<file path="src/rtl/core/rmq_pkg.sv">
`default_nettype none
package rmq_pkg;

  localparam int FRAC_BITS = 14;
  localparam int THR_W     = 10;
  localparam int IN_W      = 16;
  localparam int TERM_W    = 17;
  localparam int ROOT_W    = 16;
  localparam int RAD_W     = 32;
  localparam int REM_W     = ROOT_W + 2;
  localparam int DIV_W     = ROOT_W + 1;
  localparam int QBITS     = 15;
  localparam int MAG_W     = 17;
  localparam int LANES     = 3;

  typedef enum logic [1:0] {
    BR_TRACE = 2'd0,
    BR_X     = 2'd1,
    BR_Y     = 2'd2,
    BR_Z     = 2'd3
  } branch_t;

  typedef struct packed {
    branch_t                            br;
    logic [LANES-1:0][TERM_W-1:0]       t;
  } sq_side_t;

  typedef struct packed {
    logic                vld;
    logic [RAD_W-1:0]    rad;
    logic [REM_W-1:0]    rem;
    logic [ROOT_W-1:0]   root;
    sq_side_t            side;
  } sq_t;

  typedef struct packed {
    branch_t                            br;
    logic                               use_div;
    logic [QBITS-1:0]                   half;
    logic [LANES-1:0]                   neg;
    logic [LANES-1:0]                   ovf;
    logic [LANES-1:0][MAG_W-1:0]        mulmag;
  } dv_side_t;

  typedef struct packed {
    logic                               vld;
    logic [DIV_W-1:0]                   d;
    logic [LANES-1:0][DIV_W-1:0]        rem;
    logic [LANES-1:0][QBITS-1:0]        dvd;
    logic [LANES-1:0][QBITS-1:0]        q;
    dv_side_t                           side;
  } dv_t;

endpackage
`default_nettype wire

</file>
<file path="src/rtl/core/rmq_div_cell.sv">
`default_nettype none
module rmq_div_cell
  import rmq_pkg::*;
(
  input  wire logic clk,
  input  wire logic rst_n,
  input  wire logic en,
  input  wire dv_t  a,
  output dv_t       y
);

  dv_t            y_r;
  dv_t            y_nxt;
  logic [DIV_W:0] r2;

  always_comb begin
    y_nxt = a;
    r2    = '0;
    for (int i = 0; i < LANES; i++) begin
      r2 = {a.rem[i], a.dvd[i][QBITS-1]};
      y_nxt.dvd[i] = {a.dvd[i][QBITS-2:0], 1'b0};
      if (r2 >= {1'b0, a.d}) begin
        y_nxt.rem[i] = DIV_W'(r2 - {1'b0, a.d});
        y_nxt.q[i]   = {a.q[i][QBITS-2:0], 1'b1};
      end else begin
        y_nxt.rem[i] = DIV_W'(r2);
        y_nxt.q[i]   = {a.q[i][QBITS-2:0], 1'b0};
      end
    end
  end

  always_ff @(posedge clk) begin
    if (!rst_n) begin
      y_r.vld <= 1'b0;
    end else if (en) begin
      y_r.vld <= y_nxt.vld;
    end
    if (en) begin
      y_r.d    <= y_nxt.d;
      y_r.rem  <= y_nxt.rem;
      y_r.dvd  <= y_nxt.dvd;
      y_r.q    <= y_nxt.q;
      y_r.side <= y_nxt.side;
    end
  end

  assign y = y_r;

endmodule
`default_nettype wire

</file>
<file path="config.mk">
export PLATFORM = sky130hd
export DESIGN_NAME = rmq_div_cell
export DESIGN_NICKNAME = d
export VERILOG_FILES = /design/src/rtl/core/rmq_pkg.sv /design/src/rtl/core/rmq_div_cell.sv
export SDC_FILE = /design/constraint.sdc
export NUM_CORES = 1
export LEC_CHECK = 0
export BUFFER_PORTS_ARGS = -buffer_cell sky130_fd_sc_hd__buf_4
export CAP_MARGIN = 25
export CORE_AREA = 5 5 182 184
export DETAILED_ROUTE_END_ITERATION = 8
export DIE_AREA = 0 0 187 189
export SYNTH_ARGS = -nofsm -noshare
export SYNTH_HDL_FRONTEND = slang
export SYNTH_SLANG_ARGS = --single-unit
</file>
<file path="constraint.sdc">
create_clock -name clk -period 3.2 [get_ports clk]
set_input_delay 0.32 -clock clk [delete_from_list [all_inputs] [get_ports clk]]
set_output_delay 0.32 -clock clk [all_outputs]
set_load 0.01 [all_outputs]
</file>
# Word level (Yosys, flattened, before mapping)
# Cells that the tools add are included.
[op_classes]
n_addsub = 3
order_cmp = 3
mux = 6
[ops]
columns = ["op", "n"]
rows = [
  ["18-bit by 17-bit greater-or-equal comparator with 1-bit output", 3],
  ["17-bit 2-to-1 mux", 3],
  ["17-bit subtractor", 3],
  ["1-bit 2-to-1 mux", 3],
]
[word_totals]
reg_bits = 231
in_bits = 237
out_inout_bits = 234
word_cells = 31

# Logic depth before layout (Yosys ltp)
[depth]
word_depth = 2
depth_mapped = 12
depth_no_buf = 11

# Worst setup path before layout
# Ideal clock, no wire load.
[synth_path]
path_type = "input-to-reg"
from = "input port a[134] (netlist bit)"
to = "register y_r, in the netlist y[173] (data pin)"
t_arrival_ns = 2.675
required_time_ns = 2.940
setup_slack_ns = 0.265
stages = 12
cell_sequence = "inv_1 > ha_1 > inv_1 > fa_1 > a21oi_1 > nor2_1 > o21ai_2 > nand3_1 > a221o_1 > a41oi_4 > buf_12 > mux2_4"
[synth_rtl]
columns = ["item", "line", "source"]
rows = [
  ["from (decl)", "rmq_div_cell.sv:8", "input wire dv_t a,"],
  ["to (decl)", "rmq_div_cell.sv:12", "dv_t y_r;"],
]

==> run metrics <==
status completed; total congestion overflow 0; final setup TNS 0 ns; flops & latches, synth 231; Layout Nets 1627; share of layout cells above drive strength 1 42.4%; Cells after Synth 658; FFs w/ async S/R, synth 0%; Power Total 8.92 mW; P_sw 2.28 mW; grt met2 use 35.9%; Largest register FFs 231; fin crit share 93.2%; Adder-Cell Fraction of Synth Area 6.88%; Top Usage Layer GRT met2; detailed router's first-iteration violation count 376; Detailed Place HPWL 28700 um; Int Pwr 6.64 mW; Max Cap Viol 0; Cell variety after synth 58; largest net degree at the start of global routing 72; die height 189 um; synth cell count leaders edfxtp_1 (230), ha_1 (51), nand2_1 (39), a21oi_1 (34), inv_1 (34); Worst Setup SP a[217]; Post-synth EDFFs 230; Synth Area in Simple Gates 4.56%; TritonCTS clock tree done; combinational share of power 21.7%; Crit path required time 3.50 ns; Worst Setup End Kind register; relative slew slack 56.8%; WL per Instance 21.9 um; Setup WS pre-CTS 0.0393 ns; Compound-Gate Fraction of Synth Area 10.2%; die width 187 um; Area Overhead vs Synth 67.0%; mapped cell area 0.0102 mm2; worst-margin pin slew 0.648 ns; Fin Hold WS 0.0630 ns; Post-Synth XOR/XNOR Area 3.28%; worst-path fanout max 8; clk slew on worst S/H paths 0.06 ns; Starting Density 32.5%; dominant cells by area after synthesis edfxtp_1 (68%), ha_1 (6.3%), mux2_2 (3.1%), xnor2_1 (1.7%), a21oi_1 (1.7%); CP arrival 3.28 ns; Hold Startpoint a[233]; clock skew 0 ns; Crit Reg-Reg Startpoint y[233]$_SDFFE_PN0P_; DRT Wirelength 38600 um; sequential share of the synthesized area 68.2%; DRC 0; Final Critical Period 2.98 ns; M3 GR Usage 8.20%; Lkg Pwr 7.32 nW; Total Routing Usage GR 20.6%; share of power burned in the clock network 36.0%; Clock Latency Late Sink 0.53 ns; post-CTS setup buffer count 0; first-pass iteration count of the detailed router 5; pwr/cell area 526 mW/mm2; switching fraction of total power 25.6%; CTS resizes 0; Placeable Area 0.0312 mm2; mux cell area share after synthesis 4.68%; CTS Buffer Depth 3; Yosys warnings 0; WS Path Type primary input to register; worst min path class primary input to register; sequential power share 42.3%; Fmax 0.335 GHz; met1 usage 22.5%; top cell type's share of synthesized area 68.0%; Inserted Clock Buffers 28; max-slew violations 0; Vias/cell 4.71; GPL Wtd Cong 0.840; antenna violations before repair 7; Primary FF master, synth edfxtp_1; H-tree levels 1; RSZ-0062 raised after global routing no; Die Area 0.0353 mm2; most numerous cell in the Yosys netlist edfxtp_1; Final Worst Setup Slack 0.217 ns; crit start category primary input; syn_area_per_cell 15.4 um2; first-pass GRT wire length 55500 um; via count 8298; # clock sinks 231; setup violators final 0; Routed Antenna Nets 0; number of primary I/O pins 471; Cell Rows 65; vias in the first global route 8669; dominant cell type by area after synthesis edfxtp_1; Worst IR Drop VDD 450 uV; largest family of logic cells by synthesized area compound AO/OA/AOI/OAI gates; Fin. Hold Viols 0; Port Buffer Count 464; CTS Root Cell clkbuf_16
## kinds of logic after synthesis
| kind of cell | after synthesis |
|---|---|
| other cells | 1 |
| simple gates | 98 |
| xor+xnor | 38 |
| buf+inv | 48 |
| mux | 40 |
| compound gates | 148 |
| fa+ha+maj | 54 |
| flops | 231 |
## cell type report
type                            instances  area, um2
Timing Repair Buffer                  660       5440
Inverter                               34        128
Sequential cell                       231       6930
Antenna cell                            3       7.51
Clock inverter                         19        211
Multi-Input combinational cell        381       3010
Fill cell                            2583      14300
Tap cell                              402        503
Clock buffer                           33        719
## worst paths after layout
path / end / slack (ns) / depth (start not counted)
max: y[200]$_DFFE_PP_ / 0.22 / 12
min: y[233]$_SDFFE_PN0P_ / 0.06 / 3
max reg2reg: y[233]$_SDFFE_PN0P_ / 2.61 / 2
min reg2reg: y[233]$_SDFFE_PN0P_ / 0.53 / 2
## worst max-delay path, stage by stage
cell           delay [ns]
dlygate4sd3_1        0.52
buf_4                0.10
inv_1                0.08
buf_4                0.18
fa_1                 0.43
a21oi_1              0.23
o21ai_1              0.13
a21o_1               0.25
a221oi_4             0.33
o2bb2ai_2            0.18
buf_4                0.19
mux2_2               0.33
## power by group through the flow
| stage | registers, mW | logic (mW) | clock network, mW |
|---|---|---|---|
| 6_report | 3.78 | 1.94 | 3.21 |
| 2_1_floorplan | 3.99 | 0.601 | 0 |
| 3_5_place_dp | 3.83 | 1.75 | 0 |
| 5_1_grt | 3.80 | 2.07 | 3.43 |
| 4_1_cts | 3.77 | 1.95 | 3.31 |
| 3_3_place_gp | 3.83 | 1.73 | 0 |
## placed cells by master, fill, tap and decap left out, drive strengths merged, types with 3 or more instances in the layout
master | Yosys | final
a21o | 23 | 23
nand2b | 6 | 6
dlygate4sd3 | 0 | 176
nor2b | 7 | 7
xnor2 | 20 | 20
buf | 7 | 484
nand2 | 39 | 39
nor3 | 3 | 3
edfxtp | 230 | 230
and2 | 4 | 4
a31oi | 5 | 5
nand3 | 6 | 6
a211oi | 9 | 9
inv | 34 | 35
clkinv | 0 | 13
clkbuf | 7 | 33
bufinv | 0 | 4
mux2 | 36 | 36
o21bai | 9 | 9
diode | 0 | 3
nand4 | 8 | 8
o21a | 6 | 6
conb | 1 | 3
and3 | 3 | 3
ha | 51 | 51
mux2i | 4 | 4
fa | 3 | 3
xor2 | 18 | 18
nor2 | 18 | 18
o31ai | 3 | 3
o21ai | 37 | 37
a21oi | 36 | 36
## stage by stage
stage,instances,instance area [um2],util [%]
6_report,1763,17000,54.3
5_1_grt,1761,16900,54.3
4_1_cts,1760,16900,54.3
3_5_place_dp,1532,14200,45.6
3_3_place_gp,1532,14200,45.6
2_1_floorplan,660,10200,-
## layer usage
metal  up-vias  wire [um]
li1       3883          -
met3        89       3790
met1      3914      14000
met2       402      18900
met5         -         71
met4        10       1860
## repair_timing
item | in CTS | in global routing
endpoints found under the setup margin | 0 | 0
endpoints found under the hold margin | 176 | 0
hold buffers | 176 | 0
(Power assumes the default switching activity.)
