==> config.mk <==
export PLATFORM = sky130hd
export DESIGN_NAME = rmq_sqrt_cell
export DESIGN_NICKNAME = d
export VERILOG_FILES = /design/src/rtl/core/rmq_pkg.sv /design/src/rtl/core/rmq_sqrt_cell.sv
export SDC_FILE = /design/constraint.sdc
export NUM_CORES = 1
export LEC_CHECK = 0
export BUFFER_PORTS_ARGS = -buffer_cell sky130_fd_sc_hd__buf_4
export CORE_MARGIN = 3
export CORE_UTILIZATION = 49
export CTS_BUF_LIST = sky130_fd_sc_hd__clkbuf_4 sky130_fd_sc_hd__clkbuf_8 sky130_fd_sc_hd__clkbuf_16
export CTS_CLUSTER_DIAMETER = 120
export CTS_CLUSTER_SIZE = 25
export DETAILED_ROUTE_END_ITERATION = 16
export GPL_TIMING_DRIVEN = 0
export PLACE_DENSITY = 0.85
export SLEW_MARGIN = 20
export SYNTH_ARGS = -nofsm -noshare
export SYNTH_HDL_FRONTEND = slang
export SYNTH_SLANG_ARGS = --single-unit
==> constraint.sdc <==
create_clock -name clk -period 6.4 [get_ports clk]
set_input_delay 1.28 -clock clk [delete_from_list [all_inputs] [get_ports clk]]
set_output_delay 1.28 -clock clk [all_outputs]
set_load 0.05 [all_outputs]
==> src/rtl/core/rmq_pkg.sv <==
`default_nettype none
package rmq_pkg;

  localparam int FRAC_BITS = 14;
  localparam int THR_W     = 10;
  localparam int IN_W      = 16;
  localparam int TERM_W    = 17;
  localparam int ROOT_W    = 16;
  localparam int RAD_W     = 32;
  localparam int REM_W     = ROOT_W + 2;
  localparam int DIV_W     = ROOT_W + 1;
  localparam int QBITS     = 15;
  localparam int MAG_W     = 17;
  localparam int LANES     = 3;

  typedef enum logic [1:0] {
    BR_TRACE = 2'd0,
    BR_X     = 2'd1,
    BR_Y     = 2'd2,
    BR_Z     = 2'd3
  } branch_t;

  typedef struct packed {
    branch_t                            br;
    logic [LANES-1:0][TERM_W-1:0]       t;
  } sq_side_t;

  typedef struct packed {
    logic                vld;
    logic [RAD_W-1:0]    rad;
    logic [REM_W-1:0]    rem;
    logic [ROOT_W-1:0]   root;
    sq_side_t            side;
  } sq_t;

  typedef struct packed {
    branch_t                            br;
    logic                               use_div;
    logic [QBITS-1:0]                   half;
    logic [LANES-1:0]                   neg;
    logic [LANES-1:0]                   ovf;
    logic [LANES-1:0][MAG_W-1:0]        mulmag;
  } dv_side_t;

  typedef struct packed {
    logic                               vld;
    logic [DIV_W-1:0]                   d;
    logic [LANES-1:0][DIV_W-1:0]        rem;
    logic [LANES-1:0][QBITS-1:0]        dvd;
    logic [LANES-1:0][QBITS-1:0]        q;
    dv_side_t                           side;
  } dv_t;

endpackage
`default_nettype wire

==> src/rtl/core/rmq_sqrt_cell.sv <==
`default_nettype none
module rmq_sqrt_cell
  import rmq_pkg::*;
(
  input  wire logic clk,
  input  wire logic rst_n,
  input  wire logic en,
  input  wire sq_t  a,
  output sq_t       y
);

  sq_t              y_r;
  sq_t              y_nxt;
  logic [REM_W+1:0] rem2;
  logic [REM_W+1:0] trial;

  always_comb begin
    rem2  = {a.rem, a.rad[RAD_W-1 -: 2]};
    trial = {2'b00, a.root, 2'b01};
    y_nxt      = a;
    y_nxt.rad  = {a.rad[RAD_W-3:0], 2'b00};
    if (rem2 >= trial) begin
      y_nxt.rem  = REM_W'(rem2 - trial);
      y_nxt.root = {a.root[ROOT_W-2:0], 1'b1};
    end else begin
      y_nxt.rem  = REM_W'(rem2);
      y_nxt.root = {a.root[ROOT_W-2:0], 1'b0};
    end
  end

  always_ff @(posedge clk) begin
    if (!rst_n) begin
      y_r.vld <= 1'b0;
    end else if (en) begin
      y_r.vld <= y_nxt.vld;
    end
    if (en) begin
      y_r.rad  <= y_nxt.rad;
      y_r.rem  <= y_nxt.rem;
      y_r.root <= y_nxt.root;
      y_r.side <= y_nxt.side;
    end
  end

  assign y = y_r;

endmodule
`default_nettype wire

Word level (Yosys, flattened, before mapping)
Cells that the tools add are included.
{"block": "op_classes", "n_addsub": 1, "n_lt_le_gt_ge": 1, "n_shift": 0, "div_mod_pow": 0, "reduce_logical": 0, "n_mux": 1, "mul": 0, "n_eq_ne": 0, "bitwise_logic": 0}
{"cell": "two-way mux 34 bit", "n": 1}
{"cell": ">= comparator 20 x 18 -> 1 bit", "n": 1}
{"cell": "subtractor 18 bit", "n": 1}
{"block": "totals", "memories": 0, "reg_bits": 118, "input_bits": 123, "rom_bits": 0, "latch_bits": 0, "ram_bits": 0}

Longest topological paths before layout
Gate-level depths: netlist (run 1).
{"block": "depth", "word_depth": 2, "depth_mapped": 10, "depth_no_buf": 9}

Worst setup path after synthesis (run 1)
No wires, ideal clock.
{"block": "synth_path", "path_kind": "in2reg", "from": "in a[53] (netlist name)", "to": "reg y_r, in the netlist y[79] (data pin)", "t_arrival_ns": 3.056, "required_ns": 6.140, "cell_stages": 10, "slack_ns": 3.084, "cell_sequence": "inv_1 > ha_1 > nand2b_1 > a211oi_2 > a31oi_1 > a21oi_2 > nor2b_2 > o21ai_4 > buf_12 > mux2_4"}
{"element": "start, declared", "line_no": "rmq_sqrt_cell.sv:8", "text": "input wire sq_t a,"}
{"element": "end, declared", "line_no": "rmq_sqrt_cell.sv:12", "text": "sq_t y_r;"}

==> summary.md, run 1 <==
| Metric | Value |
|---|---|
| Final Wtd Congestion | 0.858 |
| Crit Path Class | primary input to register |
| Crit path launch | a[117] |
| Die Area | 10900 µm² |
| Most common library cells after synthesis | 117 x edfxtp_1, 19 x inv_1, 18 x ha_1, 13 x xnor2_1 |
| Worst r2r src | y[119]$_SDFFE_PN0P_ |
| Max-slew violation count | 0 |
| R2R setup slack | 5.80 ns |
| CTS tree | done |
| CTS clk-pin slew, worst paths | 0.06 ns |
| Met3 usage | 9.81% |
| Layout cell share with drive strength beyond 1 | 55.9% |
| Most Crowded Layer GR | met2 |
| Critical Path End Type | register |
| Crit-path slowest cell | o21ai_4 |
| Synthesized area | 4750 µm² |
| Cells after Synth | 271 |
| Max-slew headroom | 28.1% |
| Core ar. | 9330 µm² |
| Leading area contributor after synthesis | edfxtp_1 |
| Final WS setup | 3.22 ns |
| Post-Place Worst Slack | 2.67 ns |
| Syn avg cell area | 17.5 µm² |
| Clk root buf | clkbuf_8 |
| IO Pins | 243 |
| Multi-input logic area | 1100 µm² |
| Site Rows | 35 |
| FF-to-FF path depth | 2 |
| Top_reg_cell synth | edfxtp_1 |
| DP HPWL | 9830 µm |
| Die Ht | 104 µm |
| CP Launch Type | primary input |
| Pwr Density | 339 nW/µm² |
| Most frequent cell after synthesis | edfxtp_1 |
| Slew of the pin with the lowest slew margin | 1.08 ns |
| Filler cells | 547 |
| Design Area, Final | 7300 µm² |
| Worst-Skew Late Latency | 0.51 ns |
| Critical Path End | y[84]$_DFFE_PP_ |
| Post-DR wirelength/cell | 20.5 µm |
| Final setup violation count | 0 |
| Largest cells by area after synthesis | edfxtp_1 74%, ha_1 4.7%, xnor2_1 2.4%, mux2_4 2.2%, mux2_2 2.1% |
| Clock Tree Buf Depth | 2 |
| Initial DRC Count | 162 |
| Vias per cell | 5.05 |
| Sequential fraction of the synthesis area | 74.5% |
| Starting Density | 50.9% |
| Ant. Diodes | 0 |
| CP Cell Sequence | buf_4 > inv_1 > ha_1 > nand2b_1 > a211oi_2 > a31oi_1 > a21oi_2 > nor2b_2 > o21ai_4 > buf_12 > mux2_4 |
| Tmin final | 3.18 ns |
| Post-CTS setup buffers | 0 |
| Area of placed instances | 6720 µm² |
| VDD IR-drop max | 0.250 mV |
| Leak Pwr | 0.00318 µW |
| Vias in the first global route | 3582 |
| CP max FO | 10 |
| CP max stage delay | 0.36 ns |
| Setup_tns | 0 ns |
| Clock skew | 0 ns |
| Layout Area Growth over Synthesis | 53.9% |
| Post-cts resize count | 0 |
| HP Class | register to register |
| H-tree depth | 4 |
| Outcome | complete, no violations |
| Seq. cell area | 3530 µm² |
| Initial antenna violation count | 0 |
| Register bit total from synthesis | 118 |
| Ys async rst share | 0% |
| Final WL | 13800 µm |
| Total gr overflow | 0 |
| Sink Count | 118 |
| Num CTS Buffers | 17 |
| Largest net degree at the start of global routing | 119 |
| Achievable frequency | 0.314 GHz |
| Final worst-path cycle share | 49.7% |
| Met1 usage | 26.7% |
| IO buf count | 240 |
| RSZ-0062 raised after global routing | no |
| Crit path DAT | 3.44 ns |
| Total power | 2470 µW |
| TritonRoute pass-1 iters | 5 |
| Number of flip-flops in the largest register | 118 |
| Met2 Use GR | 46.9% |
| Total track usage | 25.7% |
| Hold violation count in the final report | 0 |
| Final Core Density | 78.3% |
| Number of vias in the routed layout | 3397 |
| Worst EP required | 6.66 ns |
| Die X | 104 µm |
| Critical R2R Capture | y[119]$_SDFFE_PN0P_ |
| Post-CTS Hold Fix Bufs | 0 |
| Number of remaining DRC errors | 0 |
| First-pass GRT wire length | 21000 µm |
| Top cell type's share of synthesized area | 74.0% |
| Max-cap viol count | 0 |
| EDFF count, synth | 117 |
| Fin nets | 672 |
| Yosys warnings | 0 |
| Yosys cell types | 45 |
| Antenna Violating Nets Remaining | 0 |
-- cells by family after synthesis --
kind of cell    Yosys count  synth area share (%)
compound gates           40                  6.72
xor+xnor                 17                  3.14
fa+ha+maj                18                  4.75
buf+inv                  24                  2.45
flops                   118                  74.5
mux                      18                  4.77
other cells               1                0.0790
simple gates             35                  3.64
-- worst min-delay path by stage --
| stage | startpoint | to | slack [ns] | cells past startpoint |
|---|---|---|---|---|
| finish | y[119]$_SDFFE_PN0P_ | y[119]$_SDFFE_PN0P_ | 0.53 | 2 |
| global route | y[119]$_SDFFE_PN0P_ | y[119]$_SDFFE_PN0P_ | 0.59 | 2 |
| CTS | y[119]$_SDFFE_PN0P_ | y[119]$_SDFFE_PN0P_ | 0.54 | 2 |
| detailed placement | y[119]$_SDFFE_PN0P_ | y[119]$_SDFFE_PN0P_ | 0.52 | 2 |
| global placement | y[119]$_SDFFE_PN0P_ | y[119]$_SDFFE_PN0P_ | 0.50 | 2 |
| floorplan | y[119]$_SDFFE_PN0P_ | y[119]$_SDFFE_PN0P_ | 0.74 | 2 |
-- per-stage QoR --
| stage | cells | hold WS, ns |
|---|---|---|
| 5_1_grt | 673 | 0.592 |
| 4_1_cts | 673 | 0.538 |
| 6_report | 673 | 0.533 |
| 3_3_place_gp | 641 | 0.502 |
| 2_1_floorplan | 272 | 0.743 |
| 3_5_place_dp | 641 | 0.522 |
-- report_power, final --
group	leakage [µW]	total [µW]	internal [µW]	switching, µW
Clock	0.000283	942	570	372
Combinational	0.00174	575	200	375
Sequential	0.00115	958	935	22.9
-- cell usage in the layout (no fill, tap or decap), drive strengths merged, types with 7 or more instances in the layout --
master and instances:
buf 245, edfxtp 117, inv 26, ha 18
clkbuf 18, mux2 16, xnor2 13, a21oi 12
nor2 10, nand2 10, o21ai 7
-- per-layer routing --
layer | vias up | wire, µm
met4 | 0 | 315
met2 | 170 | 7470
li1 | 1554 | -
met3 | 25 | 1250
met1 | 1648 | 4750
met5 | - | 0
-- cell type report --
type | count | area share [%]
multi-input cells | 130 | 15.1
clock inverters | 14 | 2.26
well taps | 129 | 2.21
plain buffers | 5 | 0.617
flip-flops and latches | 118 | 48.4
inverters | 19 | 0.977
repair buffers | 240 | 24.7
clock buffers | 18 | 5.77
-- worst max-delay path: cells and delay by family --
kind	cells	cell delay [ns]
simple gates	2	0.24
buf+inv	3	0.36
mux	1	0.30
compound gates	4	1.01
fa+ha+maj	1	0.23
Note: power is estimated with default switching activity, not from simulation.
==> run 2: changes to the inputs <==
- CORE_UTILIZATION: 49 -> 45
- PLACE_DENSITY: 0.85 -> 0.79
- clock period: 6.4 -> 3.3 ns (I/O delays scaled with it)
==> run 2 against run 1 <==
  * Die area rose by 8.4%
  * Largest cell class unchanged
  * Clock skew did not move
  * Via count fell by 0.85%
  * Largest power group unchanged
==> summary.md, run 2 (synthesized netlist as in run 1, its figures left out) <==
| Metric | Value |
|---|---|
| Most common cell after layout, fill and taps aside | buf_4 (unchanged) |
| P_int | 3190 µW (was 1700 µW) |
| IO Pins | 243 (unchanged) |
| Die Ht | 109 µm (was 104 µm) |
| Antenna Violating Nets Remaining | 0 (unchanged) |
| Vias in the first global route | 3489 (was 3582) |
| DP HPWL | 10300 µm (was 9830 µm) |
| Sw Ratio | 30.5% (was 31.1%) |
| Layout Area Growth over Synthesis | 52.5% (was 53.9%) |
| HP Class | primary input to register (was register to register) |
| Final WL | 14500 µm (was 13800 µm) |
| Final setup violation count | 0 (unchanged) |
| Critical Path End Type | register (unchanged) |
| Comb pwr share | 24.3% (was 23.2%) |
| Largest net degree at the start of global routing | 119 (unchanged) |
| Setup_tns | 0 ns (unchanged) |
| Crit path DAT | 2.80 ns (was 3.44 ns) |
| Ant. Diodes | 0 (unchanged) |
| Post-CTS Hold Fix Bufs | 0 (unchanged) |
| Outcome | complete, no violations (unchanged) |
| RSZ-0062 raised after global routing | no (unchanged) |
| Clock Tree Buf Depth | 2 (unchanged) |
| Pwr Density | 635 nW/µm² (was 339 nW/µm²) |
| Number of remaining DRC errors | 0 (unchanged) |
| WP depth | 11 (unchanged) |
| Post-DR wirelength/cell | 21.5 µm (was 20.5 µm) |
| Crit path launch | a[53] (was a[117]) |
| VDD IR-drop max | 0.368 mV (was 0.250 mV) |
| Number of flip-flops in the largest register | 118 (unchanged) |
| Critical path's top delay family | compound AO/OA/AOI/OAI gates (unchanged) |
| Total gr overflow | 0 (unchanged) |
| Filler cells | 647 (was 547) |
| Slew of the pin with the lowest slew margin | 1.06 ns (was 1.08 ns) |
| H-tree depth | 4 (unchanged) |
| Leak Pwr | 0.00315 µW (was 0.00318 µW) |
| Final Wtd Congestion | 0.801 (was 0.858) |
| Initial DRC Count | 242 (was 162) |
| Worst r2r src | y[119]$_SDFFE_PN0P_ (unchanged) |
| Buf+Inv Stages, Crit Path | 3 (unchanged) |
| Site Rows | 36 (was 35) |
| Commonest cells after routing, fill and taps aside | 241 x buf_4, 117 x edfxtp_1, 19 x inv_1 (unchanged) |
| R2R setup slack | 2.70 ns (was 5.80 ns) |
| Crit Path Class | primary input to register (unchanged) |
| Flop pwr share | 40.5% (was 38.7%) |
| Post-CTS setup buffers | 0 (unchanged) |
| First-pass GRT wire length | 20500 µm (was 21000 µm) |
| Post-cts resize count | 0 (unchanged) |
| CP max FO | 10 (unchanged) |
| Tmin final | 2.54 ns |
| CP max stage delay | 0.37 ns (was 0.36 ns) |
| Core ar. | 10000 µm² (was 9330 µm²) |
| Clock Power Share | 35.2% (was 38.1%) |
| Critical R2R Capture | y[119]$_SDFFE_PN0P_ (unchanged) |
| FF-to-FF path depth | 2 (unchanged) |
| Worst EP required | 3.55 ns (was 6.66 ns) |
| CTS tree | done (unchanged) |
| CP Cell Sequence | buf_4 > inv_1 > ha_1 > nand2b_1 > a211oi_2 > a31oi_1 > a21oi_2 > nor2b_2 > o21ai_4 > buf_12 > mux2_4 (unchanged) |
| Fin nets | 672 (unchanged) |
| Total track usage | 24.3% (was 25.7%) |
| Max-cap viol count | 0 (unchanged) |
| Number of vias in the routed layout | 3368 (was 3397) |
| Layout cell share with drive strength beyond 1 | 55.1% (was 55.9%) |
| Net Sw Power | 1400 µW (was 770 µW) |
| Critical Path End | y[80]$_DFFE_PP_ (was y[84]$_DFFE_PP_) |
| Num CTS Buffers | 17 (unchanged) |
| Final worst-path cycle share | 77.1% |
| Starting Density | 47.5% (was 50.9%) |
| TritonRoute pass-1 iters | 5 (unchanged) |
| Hold violation count in the final report | 0 (unchanged) |
| Die Area | 11800 µm² (was 10900 µm²) |
| Max-slew violation count | 0 (unchanged) |
| CTS clk-pin slew, worst paths | 0.06 ns (about the same) |
| Clock skew | 0 ns (unchanged) |
| Total power | 4600 µW (was 2470 µW) |
| Worst-Skew Late Latency | 0.50 ns (was 0.51 ns) |
| Sink Count | 118 (unchanged) |
| Max-slew headroom | 29.4% (was 28.1%) |
| CP Launch Type | primary input (unchanged) |
| Initial antenna violation count | 0 (unchanged) |
| Die X | 109 µm (was 104 µm) |
| Crit-path slowest cell | o21ai_4 (unchanged) |
| IO buf count | 240 (unchanged) |
| Vias per cell | 4.98 (was 5.05) |
| Achievable frequency | 0.393 GHz |
| Clk root buf | clkbuf_8 (unchanged) |
run 2: worst reg2reg max path, delay by kind of cell (launching register included):
kind | cells | cell delay (ns)
muxes | 1 | 0.12
DFF | 1 | 0.31
and+or+nand+nor | 1 | 0.06
run 2: through the flow:
step                hold slack, ns  instances  utilization, %  area (µm²)  setup slack, ns
CTS                          0.295        676            72.4        7240            0.741
floorplan                    0.743        272               -        4750            0.604
global route                 0.293        676            72.4        7240            0.575
global placement             0.501        645            67.2        6720            0.226
detailed placement           0.525        645            67.2        6720            0.206
finish                       0.320        676            72.4        7240            0.757
run 2: power groups by stage:
stage / clock [µW] / sequential, µW / combinational (µW)
detailed placement: 0 / 1880 / 1120
CTS: 1650 / 1860 / 1120
finish: 1620 / 1860 / 1120
global placement: 0 / 1880 / 1100
global route: 1710 / 1870 / 1170
floorplan: 0 / 2360 / 226
run 2: area by class of cell:
type	count	area, µm²	share of cell area (%)
plain buffers	5	45.0	0.622
clock buffers	19	429	5.93
clock inverters	12	88.8	1.23
inverters	19	71.3	0.985
multi-input cells	130	1100	15.2
flip-flops and latches	118	3530	48.8
well taps	133	166	2.30
repair buffers	240	1810	24.9
run 2: routing by layer:
| metal | vias up | global-route usage [%] | share of wire [%] | wire length, µm |
|---|---|---|---|---|
| met5 | - | 0 | 0 | 0 |
| met4 | 0 | 13.5 | 4.6 | 671 |
| met3 | 39 | 11.8 | 11 | 1600 |
| met2 | 198 | 40.9 | 51 | 7410 |
| met1 | 1588 | 24.8 | 33 | 4820 |
| li1 | 1543 | - | - | - |
run 2: worst min path at each step:
stage                              startpoint                  end  slack, ns  cells after the start
after CTS                               a[44]      y[44]$_DFFE_PP_       0.30                      1
after detailed placement  y[119]$_SDFFE_PN0P_  y[119]$_SDFFE_PN0P_       0.52                      2
after global routing                    a[44]      y[44]$_DFFE_PP_       0.29                      1
final                                   a[44]      y[44]$_DFFE_PP_       0.32                      1
after global placement    y[119]$_SDFFE_PN0P_  y[119]$_SDFFE_PN0P_       0.50                      2
after floorplan           y[119]$_SDFFE_PN0P_  y[119]$_SDFFE_PN0P_       0.74                      2
